**config.mk**
```make
export PLATFORM = sky130hd
export DESIGN_NAME = bbc_scan
export DESIGN_NICKNAME = d
export VERILOG_FILES = /design/src/sv/bbc_pkg.sv /design/src/sv/bbc_scan.sv
export SDC_FILE = /design/constraint.sdc
export NUM_CORES = 1
export LEC_CHECK = 0
export ABC_AREA = 0
export BUFFER_PORTS_ARGS = -buffer_cell sky130_fd_sc_hd__buf_4
export CAP_MARGIN = 15
export CORE_UTILIZATION = 35
export CTS_CLUSTER_DIAMETER = 30
export CTS_CLUSTER_SIZE = 30
export DETAILED_ROUTE_END_ITERATION = 6
export HOLD_SLACK_MARGIN = 0.06
export PLACE_DENSITY = 0.64
export SLEW_MARGIN = 20
export SYNTH_ARGS = -nofsm -noshare
export SYNTH_HDL_FRONTEND = slang
export SYNTH_SLANG_ARGS = --single-unit
```
**constraint.sdc**
```tcl
create_clock -name i_clk -period 6.29 [get_ports i_clk]
set_input_delay 1.5725 -clock i_clk [delete_from_list [all_inputs] [get_ports i_clk]]
set_output_delay 1.5725 -clock i_clk [all_outputs]
set_load 0.01 [all_outputs]
```
**src/sv/bbc_pkg.sv**
```systemverilog
// Shared types, character codes and helpers for the bracket balance checker.
`default_nettype none

package bbc_pkg;

    localparam int STACK_DEPTH = 1024;
    localparam int DEPTH_W     = $clog2(STACK_DEPTH + 1);
    localparam int ADDR_W      = $clog2(STACK_DEPTH);

    localparam logic [7:0] CH_LPAREN  = 8'h28;
    localparam logic [7:0] CH_RPAREN  = 8'h29;
    localparam logic [7:0] CH_LBRACK  = 8'h5B;
    localparam logic [7:0] CH_RBRACK  = 8'h5D;
    localparam logic [7:0] CH_LBRACE  = 8'h7B;
    localparam logic [7:0] CH_RBRACE  = 8'h7D;
    localparam logic [7:0] CH_SEMI    = 8'h3B;
    localparam logic [7:0] CH_DQUOTE  = 8'h22;
    localparam logic [7:0] CH_SQUOTE  = 8'h27;
    localparam logic [7:0] CH_BSLASH  = 8'h5C;
    localparam logic [7:0] CH_COMMENT = 8'hE3;
    localparam logic [7:0] CH_NEWLINE = 8'h0A;

    typedef enum logic [1:0] {
        K_PAREN,
        K_BRACK,
        K_BRACE
    } t_kind;

    typedef enum logic [2:0] {
        M_NORMAL,
        M_DQ,
        M_DQ_ESC,
        M_SQ,
        M_SQ_QUOTE,
        M_COMMENT
    } t_mode;

    typedef enum logic [2:0] {
        V_OK,
        V_UNMATCHED,
        V_MISMATCH,
        V_TOO_DEEP,
        V_UNCLOSED_BR,
        V_UNCLOSED_QT,
        V_STOP
    } t_verdict;

    typedef struct packed {
        logic [7:0] text_byte;
        logic       final_byte;
    } t_in_beat;

    typedef struct packed {
        t_verdict    verdict;
        logic [7:0]  offending_byte;
        logic [15:0] byte_position;
        logic        top_semicolon_seen;
    } t_out_beat;

    // Stack control from the scanner: depth is the depth before this op.
    typedef struct packed {
        logic               push;
        logic               pop;
        t_kind              kind;
        logic [DEPTH_W-1:0] depth;
    } t_stack_op;

    function automatic logic [7:0] open_char(input t_kind k);
        logic [7:0] c;
        case (k)
            K_PAREN: c = CH_LPAREN;
            K_BRACK: c = CH_LBRACK;
            default: c = CH_LBRACE;
        endcase
        return c;
    endfunction

endpackage

`default_nettype wire

```
**src/sv/bbc_scan.sv**
```systemverilog
// Lexical scanner and verdict logic, one byte per cycle while i_fire is high.
`default_nettype none

module bbc_scan
    import bbc_pkg::*;
(
    input  wire logic      i_clk,
    input  wire logic      i_rst_n,
    input  wire logic      i_fire,
    input  wire t_in_beat  i_beat,
    input  wire logic      i_stop_mode,
    input  wire t_kind     i_top,
    input  wire t_kind     i_below,
    output t_stack_op      o_op,
    output logic           o_res_valid,
    output t_out_beat      o_res
);

    t_mode              r_mode,  n_mode;
    logic [DEPTH_W-1:0] r_depth, n_depth;
    logic               r_semi,  n_semi;
    logic [15:0]        r_pos,   n_pos;
    logic               r_disc,  n_disc;

    logic       run_normal;
    logic       is_open;
    logic       is_close;
    t_kind      bkind;
    t_kind      top_after;
    logic [7:0] b;
    logic       fin;

    assign b   = i_beat.text_byte;
    assign fin = i_beat.final_byte;

    always_comb begin
        is_open  = 1'b0;
        is_close = 1'b0;
        bkind    = K_PAREN;
        case (b)
            CH_LPAREN: begin is_open  = 1'b1; bkind = K_PAREN; end
            CH_LBRACK: begin is_open  = 1'b1; bkind = K_BRACK; end
            CH_LBRACE: begin is_open  = 1'b1; bkind = K_BRACE; end
            CH_RPAREN: begin is_close = 1'b1; bkind = K_PAREN; end
            CH_RBRACK: begin is_close = 1'b1; bkind = K_BRACK; end
            CH_RBRACE: begin is_close = 1'b1; bkind = K_BRACE; end
            default: ;
        endcase
    end

    always_comb begin
        n_mode      = r_mode;
        n_depth     = r_depth;
        n_semi      = r_semi;
        n_pos       = r_pos;
        n_disc      = r_disc;
        run_normal  = 1'b0;
        top_after   = i_top;
        o_op        = '{push: 1'b0, pop: 1'b0, kind: bkind, depth: r_depth};
        o_res_valid = 1'b0;
        o_res       = '{verdict: V_OK, offending_byte: 8'h00, byte_position: r_pos,
                        top_semicolon_seen: 1'b0};
        if (i_fire) begin
            if (r_disc) begin
                if (fin) begin
                    n_mode  = M_NORMAL;
                    n_depth = '0;
                    n_semi  = 1'b0;
                    n_pos   = '0;
                    n_disc  = 1'b0;
                end
            end else begin
                case (r_mode)
                    M_DQ: begin
                        if (b == CH_BSLASH) begin
                            n_mode = M_DQ_ESC;
                        end else if (b == CH_DQUOTE) begin
                            n_mode = M_NORMAL;
                        end
                    end
                    M_DQ_ESC: begin
                        n_mode = M_DQ;
                    end
                    M_SQ: begin
                        if (b == CH_SQUOTE) begin
                            n_mode = M_SQ_QUOTE;
                        end
                    end
                    M_SQ_QUOTE: begin
                        if (b == CH_SQUOTE) begin
                            n_mode = M_SQ;
                        end else begin
                            n_mode     = M_NORMAL;
                            run_normal = 1'b1;
                        end
                    end
                    M_COMMENT: begin
                        if (b == CH_NEWLINE) begin
                            n_mode = M_NORMAL;
                        end
                    end
                    default: begin
                        n_mode     = M_NORMAL;
                        run_normal = 1'b1;
                    end
                endcase

                if (run_normal) begin
                    if (b == CH_DQUOTE) begin
                        n_mode = M_DQ;
                    end else if (b == CH_SQUOTE) begin
                        n_mode = M_SQ;
                    end else if (b == CH_COMMENT) begin
                        n_mode = M_COMMENT;
                    end else if (b == CH_SEMI) begin
                        if (r_depth == '0) begin
                            if (i_stop_mode) begin
                                o_res_valid          = 1'b1;
                                o_res.verdict        = V_STOP;
                                o_res.offending_byte = b;
                            end else begin
                                n_semi = 1'b1;
                            end
                        end
                    end else if (is_close) begin
                        if (r_depth == '0) begin
                            o_res_valid          = 1'b1;
                            o_res.verdict        = i_stop_mode ? V_STOP : V_UNMATCHED;
                            o_res.offending_byte = b;
                        end else begin
                            n_depth   = r_depth - DEPTH_W'(1);
                            o_op.pop  = 1'b1;
                            top_after = i_below;
                            if (i_top != bkind) begin
                                o_res_valid          = 1'b1;
                                o_res.verdict        = V_MISMATCH;
                                o_res.offending_byte = open_char(i_top);
                            end
                        end
                    end else if (is_open) begin
                        if (r_depth == DEPTH_W'(STACK_DEPTH)) begin
                            o_res_valid          = 1'b1;
                            o_res.verdict        = V_TOO_DEEP;
                            o_res.offending_byte = b;
                        end else begin
                            n_depth   = r_depth + DEPTH_W'(1);
                            o_op.push = 1'b1;
                            top_after = bkind;
                        end
                    end
                end

                // End of string: open quote wins over open brackets
                if (!o_res_valid && fin) begin
                    o_res_valid = 1'b1;
                    if (n_mode == M_DQ || n_mode == M_DQ_ESC) begin
                        o_res.verdict        = V_UNCLOSED_QT;
                        o_res.offending_byte = CH_DQUOTE;
                    end else if (n_mode == M_SQ) begin
                        o_res.verdict        = V_UNCLOSED_QT;
                        o_res.offending_byte = CH_SQUOTE;
                    end else if (n_depth != '0) begin
                        o_res.verdict        = V_UNCLOSED_BR;
                        o_res.offending_byte = open_char(top_after);
                    end else begin
                        o_res.verdict        = V_OK;
                        o_res.offending_byte = 8'h00;
                    end
                end

                o_res.top_semicolon_seen = n_semi;

                if (!o_res_valid) begin
                    if (r_pos != 16'hFFFF) begin
                        n_pos = r_pos + 16'd1;
                    end
                end else if (fin) begin
                    n_mode  = M_NORMAL;
                    n_depth = '0;
                    n_semi  = 1'b0;
                    n_pos   = '0;
                    n_disc  = 1'b0;
                end else begin
                    n_disc = 1'b1;
                end
            end
        end
    end

    always_ff @(posedge i_clk) begin
        if (!i_rst_n) begin
            r_mode  <= M_NORMAL;
            r_depth <= '0;
            r_semi  <= 1'b0;
            r_pos   <= '0;
            r_disc  <= 1'b0;
        end else begin
            r_mode  <= n_mode;
            r_depth <= n_depth;
            r_semi  <= n_semi;
            r_pos   <= n_pos;
            r_disc  <= n_disc;
        end
    end

endmodule

`default_nettype wire

```
==> results_dict.tcl, run 1 <==
set metrics [dict create \
    status "finished, final reports clean" \
    via_per_inst 5.984 \
    vias 3327 \
    synth_top_area_frac 0.2197 \
    cp.arrival_ps 4410 \
    grt_use_met1 0.2866 \
    cts-root-buf "clkbuf_8" \
    stdcell_count 556 \
    cp-start-kind "input pin" \
    area_growth_syn_to_layout_pct 21.12 \
    synthTopCellsByArea "dfxtp_1 (22%), nor2_1 (5.8%), o21ai_0 (4.8%)" \
    chipWidth_um 93.27 \
    relSlewSlack 0.3765 \
    antenna_found_initial 0 \
    path_class "input pin to primary output" \
    cp-end-kind "primary output" \
    grt_use_met3 0.04228 \
    timing.fmax_ghz 0.1671 \
    cp.required_ps 4720 \
    ys_types 78 \
    irDropWorstVdd_mv 0.08699 \
    antennaDiodeCount 0 \
    hold_buffers 0 \
    cts_buffers 5 \
    synthesis.area_um2 2915 \
    min_period_over_period 0.9513 \
    ioPinCount 61 \
    cts_resized 0 \
    portBuffers 59 \
    fin_setup_tns_ps 0 \
    wl_mm 9.216 \
    placed_cells 548 \
    worst_slew_pin_slew_ps 925.5 \
    fin_skew_ps 7.091 \
    die_h_um 93.27 \
    drive_above_1_share 0.2115 \
    syn_inst 404 \
    initial_utilization 0.3696 \
    rows 32 \
    rsz0062_at_grt "false" \
    finalMaxSlewViolations 0 \
    grt_max_degree 20 \
    gr-usage-all-layers 0.2167 \
    drt_iter0_drc 247 \
    core_um2 7888 \
    clk_latency_ps 290 \
    worst-path-max-fanout 15 \
    whs_ps 470.4 \
    grt-busiest-layer "met2" \
    synth-seq-area-share 0.2197 \
    synthFlopType "dfxtp_1" \
    fin_crit_ps 5984 \
    grt-ovfl-total 0 \
    hpwlAfterDp_mm 6.724 \
    hold_class "register to register" \
    avgSynthCellArea_um2 7.216 \
    synth-edff-count 0 \
    async_flop_share 0 \
    fin_nets 473 \
    clockBufferDepth 2 \
    drc 0 \
    cts_sinks 32 \
    place_congestion 0.9077 \
    setup_viol 0 \
    synth-seq-cells 32 \
    grt_pass1_vias 3039 \
    met2_usage 0.3474 \
    yosysTopAreaCell "dfxtp_1" \
    routedWlPerCell_um 16.58 \
    grt_pass1_wl_mm 15.04 \
    syn_nets 424 \
    clk_pin_slew_ps 80 \
    cts_tree "yes" \
    drt_pass1_iterations 6 \
    dieArea_um2 8698 \
    synth_warnings 0 \
    antenna_left 0 \
    p_per_area_nw_per_um2 133.7 \
    cts_setup_buffers 0 \
    p_leak_uw 0.001323 \
    h-tree-depth 2 \
    maxCapViolations 0 \
    hold_viol_final 0 \
]
[synthesized netlist by cell type (4+ instances only)]
| library cell | count |
|---|---|
| nand4_1 | 19 |
| nor2b_1 | 6 |
| and3_1 | 8 |
| a211oi_1 | 4 |
| clkbuf_1 | 14 |
| inv_1 | 11 |
| nand3_1 | 21 |
| dfxtp_1 | 32 |
| buf_2 | 5 |
| nor4_1 | 7 |
| a21oi_1 | 19 |
| xor2_1 | 14 |
| xnor2_1 | 7 |
| nand2_1 | 35 |
| nor3_1 | 18 |
| o21ai_0 | 28 |
| and2_1 | 12 |
| nor2_1 | 45 |
| nand3b_1 | 4 |
| o21a_1 | 5 |
| or3_1 | 6 |
| o211ai_1 | 4 |
| a22oi_1 | 4 |
[per-stage QoR]
stage	cell area, um2	setup WS (ps)	utilization	power [uW]
floorplan	2915	711.7	-	247.0
CTS	3531	310.1	0.4477	477.3
global placement	3420	363.2	0.4335	269.2
detailed placement	3420	323.8	0.4335	269.8
finish	3531	306.3	0.4477	472.2
global route	3531	172.7	0.4477	492.8
[cells in the final DEF (no fill, tap or decap), drive strengths merged, types with 4 or more instances in the layout]
cell type / count
a211oi: 7
a21boi: 4
a21oi: 21
a22oi: 4
and2: 13
and3: 8
buf: 65
clkbuf: 5
dfxtp: 32
inv: 11
nand2: 36
nand3: 21
nand3b: 4
nand4: 19
nor2: 47
nor2b: 6
nor3: 20
nor4: 8
o211ai: 4
o21a: 5
o21ai: 30
or3: 6
or4: 4
or4b: 4
xnor2: 7
xor2: 14
[registers in the layout (all words and copies together) (netlist names)]
signal / cells
r_disc: 1
r_semi: 1
r_pos: 16
r_mode: 3
r_depth: 11
[worst max-delay path, stage by stage]
cell and delay [ps]:
buf_4 160, or4b_4 590, a211o_1 370, or4_4 540, a21oi_2 160, xnor2_1 180
o2111ai_2 170, nor3_4 360, o211ai_1 140, buf_4 160
[worst paths after layout]
kind / from / to / slack (ps) / cells after the start
worst max-delay path: i_beat[3] / o_res[18] / 310 / 10
worst min-delay path: r_semi / r_semi / 470 / 2
worst max register to register: r_depth[0] / r_pos[11] / 3220 / 10
worst min register to register: r_semi / r_semi / 470 / 2
[power by group]
| group | switching, uW | internal, uW |
|---|---|---|
| Combinational | 39.3 | 22.2 |
| Clock | 89.1 | 117 |
| Sequential | 1.15 | 203 |
[cell type report]
cell class / count / area (um2)
inverters: 11 / 41.29
fillers: 830 / 4357
repair buffers: 65 / 488.0
well taps: 102 / 127.6
multi-input cells: 338 / 2122
flip-flops and latches: 32 / 640.6
clock inverters: 3 / 42.54
clock buffers: 5 / 68.82
[layer usage]
metal | share of wire | vias up
li1 | - | 1601
met1 | 0.44 | 1554
met2 | 0.47 | 151
met3 | 0.068 | 21
met4 | 0.021 | 0
met5 | 0 | -
[logic make-up after synthesis]
logic type                 after synthesis  synth area share
AOI/OAI and AO/OA                      102            0.2455
xor gates and xnor gates                21           0.06309
adders and majority gates                3           0.01288
buffers and inverters                   34           0.05236
DFF                                     32            0.2197
muxes                                    2          0.007296
other                                    1          0.001286
and+or+nand+nor                        209            0.3979
No activity file was read; power rests on OpenSTA's default activity.
==> inputs of run 2 (changes only) <==
CTS_BUF_LIST = sky130_fd_sc_hd__clkbuf_16   (was not set)
==> run 2 against run 1 <==
Register-to-register slack worse by 20 ps. Critical path depth stayed put. First-iteration DRC count is 11% higher. Non-clock buffer count stayed put. Clock power is 38% higher. Critical endpoint unchanged. Largest power group unchanged. Highest routed layer unchanged.
==> results_dict.tcl, run 2 (same netlist as run 1, synthesis figures left out) <==
set metrics [dict create \
    cts_resized 0 \
    maxCapViolations 0 \
    whs_ps 466.0 \
    die_h_um 93.27 \
    final_core_util 0.4548 \
    drc 0 \
    cts_buffers 5 \
    path_class "input pin to primary output" \
    min_period_over_period 0.9505 \
    cts_setup_buffers 0 \
    status "finished, final reports clean" \
    largest_reg_flops 16 \
    wl_mm 9.285 \
    relSlewSlack 0.3779 \
    place_congestion 0.9077 \
    reg2regPathDepth 10 \
    dieArea_um2 8698 \
    hold_buffers 0 \
    hold_path_end "r_semi" \
    critical-path-top-delay-family "simple AND/OR/NAND/NOR gates" \
    drive_above_1_share 0.2115 \
    irDropWorstVdd_mv 0.1070 \
    initial_utilization 0.3696 \
    worst_slew_pin_slew_ps 923.4 \
    core_um2 7888 \
    cp-end-kind "primary output" \
    area_growth_syn_to_layout_pct 23.05 \
    antenna_left 0 \
    final_common_cell "buf_4" \
    cp-start-kind "input pin" \
    grt_pass1_wl_mm 15.08 \
    largest_register "r_pos" \
    critical-path-max-stage-delay_ps 590 \
    cp.required_ps 4720 \
    critPathSlowestCell "or4b_4" \
    rows 32 \
    rsz0062_at_grt "false" \
    grt_max_degree 20 \
    r2r_slack_ps 3200 \
    antennaDiodeCount 0 \
    reg_top3 "r_pos: 16 flops, r_depth: 11 flops, r_mode: 3 flops" \
    timing.fmax_ghz 0.1673 \
    p_leak_uw 0.001349 \
    final_cell_mix "buf_4 (65), nor2_1 (45), nand2_1 (35), dfxtp_1 (32), o21ai_0 (28)" \
    cp.arrival_ps 4410 \
    fin_setup_tns_ps 0 \
    crit_chain "buf_4 -> or4b_4 -> a211o_1 -> or4_4 -> a21oi_2 -> xnor2_1 -> o2111ai_2 -> nor3_4 -> o211ai_1 -> buf_4" \
    gr-usage-all-layers 0.2171 \
    clk_pin_slew_ps 60 \
    antenna_found_initial 0 \
    p_per_area_nw_per_um2 153.3 \
    fin_skew_ps 4.528 \
    cp_num_buf_inv 2 \
    hp-start "r_semi" \
    hpwlAfterDp_mm 6.724 \
    ioPinCount 61 \
    hold_depth 2 \
    stdcell_count 556 \
    worst-path-max-fanout 15 \
    cp_common_cell "buf_4" \
    clk_latency_ps 280 \
    rr_startpoint "r_depth[0]" \
    grt-ovfl-total 0 \
    routedWlPerCell_um 16.70 \
    vias 3324 \
    hold_viol_final 0 \
    via_per_inst 5.978 \
    chipWidth_um 93.27 \
    placed_cells 548 \
    cts-root-buf "clkbuf_16" \
    drt_iter0_drc 273 \
    finalMaxSlewViolations 0 \
    clockBufferDepth 2 \
    portBuffers 59 \
    fin_crit_ps 5979 \
    setup_viol 0 \
    r2r-end "r_pos[11]" \
    cts_tree "yes" \
    grt_pass1_vias 3062 \
    hold_class "register to register" \
    drt_pass1_iterations 5 \
    cts_sinks 32 \
    h-tree-depth 2 \
    fin_nets 473 \
]
-- run 2: worst max-delay path by stage --
| stage | cells past startpoint | endpoint | from | slack (ps) |
|---|---|---|---|---|
| 2_1_floorplan | 9 | o_res[18] | i_beat[5] | 710 |
| 3_3_place_gp | 10 | o_res[18] | i_beat[3] | 360 |
| 3_5_place_dp | 10 | o_res[18] | i_beat[3] | 320 |
| 4_1_cts | 10 | o_res[18] | i_beat[3] | 310 |
| 5_1_grt | 10 | o_res[23] | i_beat[3] | 170 |
| 6_report | 10 | o_res[18] | i_beat[3] | 310 |
-- run 2: per-layer routing --
| layer | vias to the layer above | part of all wire | GRT usage |
|---|---|---|---|
| li1 | 1599 | - | - |
| met1 | 1570 | 0.44 | 0.2825 |
| met2 | 133 | 0.47 | 0.3542 |
| met3 | 22 | 0.064 | 0.04390 |
| met4 | 0 | 0.020 | 0.07821 |
| met5 | - | 0 | 0 |
-- run 2: report_power, final --
| group | total (uW) | internal [uW] | switching [uW] |
|---|---|---|---|
| sequential | 205 | 203 | 1.17 |
| combinational | 61.5 | 22.2 | 39.3 |
| clock | 284 | 186 | 97.8 |
-- run 2: metrics by stage --
stage               setup WS [ps]  area (um2)  total power [uW]
finish                      311.2        3587             549.9
global route                172.7        3587             568.8
CTS                         310.1        3587             554.9
detailed placement          323.8        3420             269.8
global placement            363.2        3420             269.2
floorplan                   711.7        2915             247.0
-- run 2: worst min-delay path: cells and delay by family, from the launching register on --
kind,cells,cell delay (ps)
AO/OA/AOI/OAI,1,40
AND/OR/NAND/NOR,1,70
flip-flops,1,320
-- run 2: area by class of cell --
type / count / area, um2
clock inverters: 3 / 42.54
fillers: 827 / 4300
repair buffers: 65 / 488.0
multi-input cells: 338 / 2122
inverters: 11 / 41.29
well taps: 102 / 127.6
flip-flops and latches: 32 / 640.6
clock buffers: 5 / 125.1
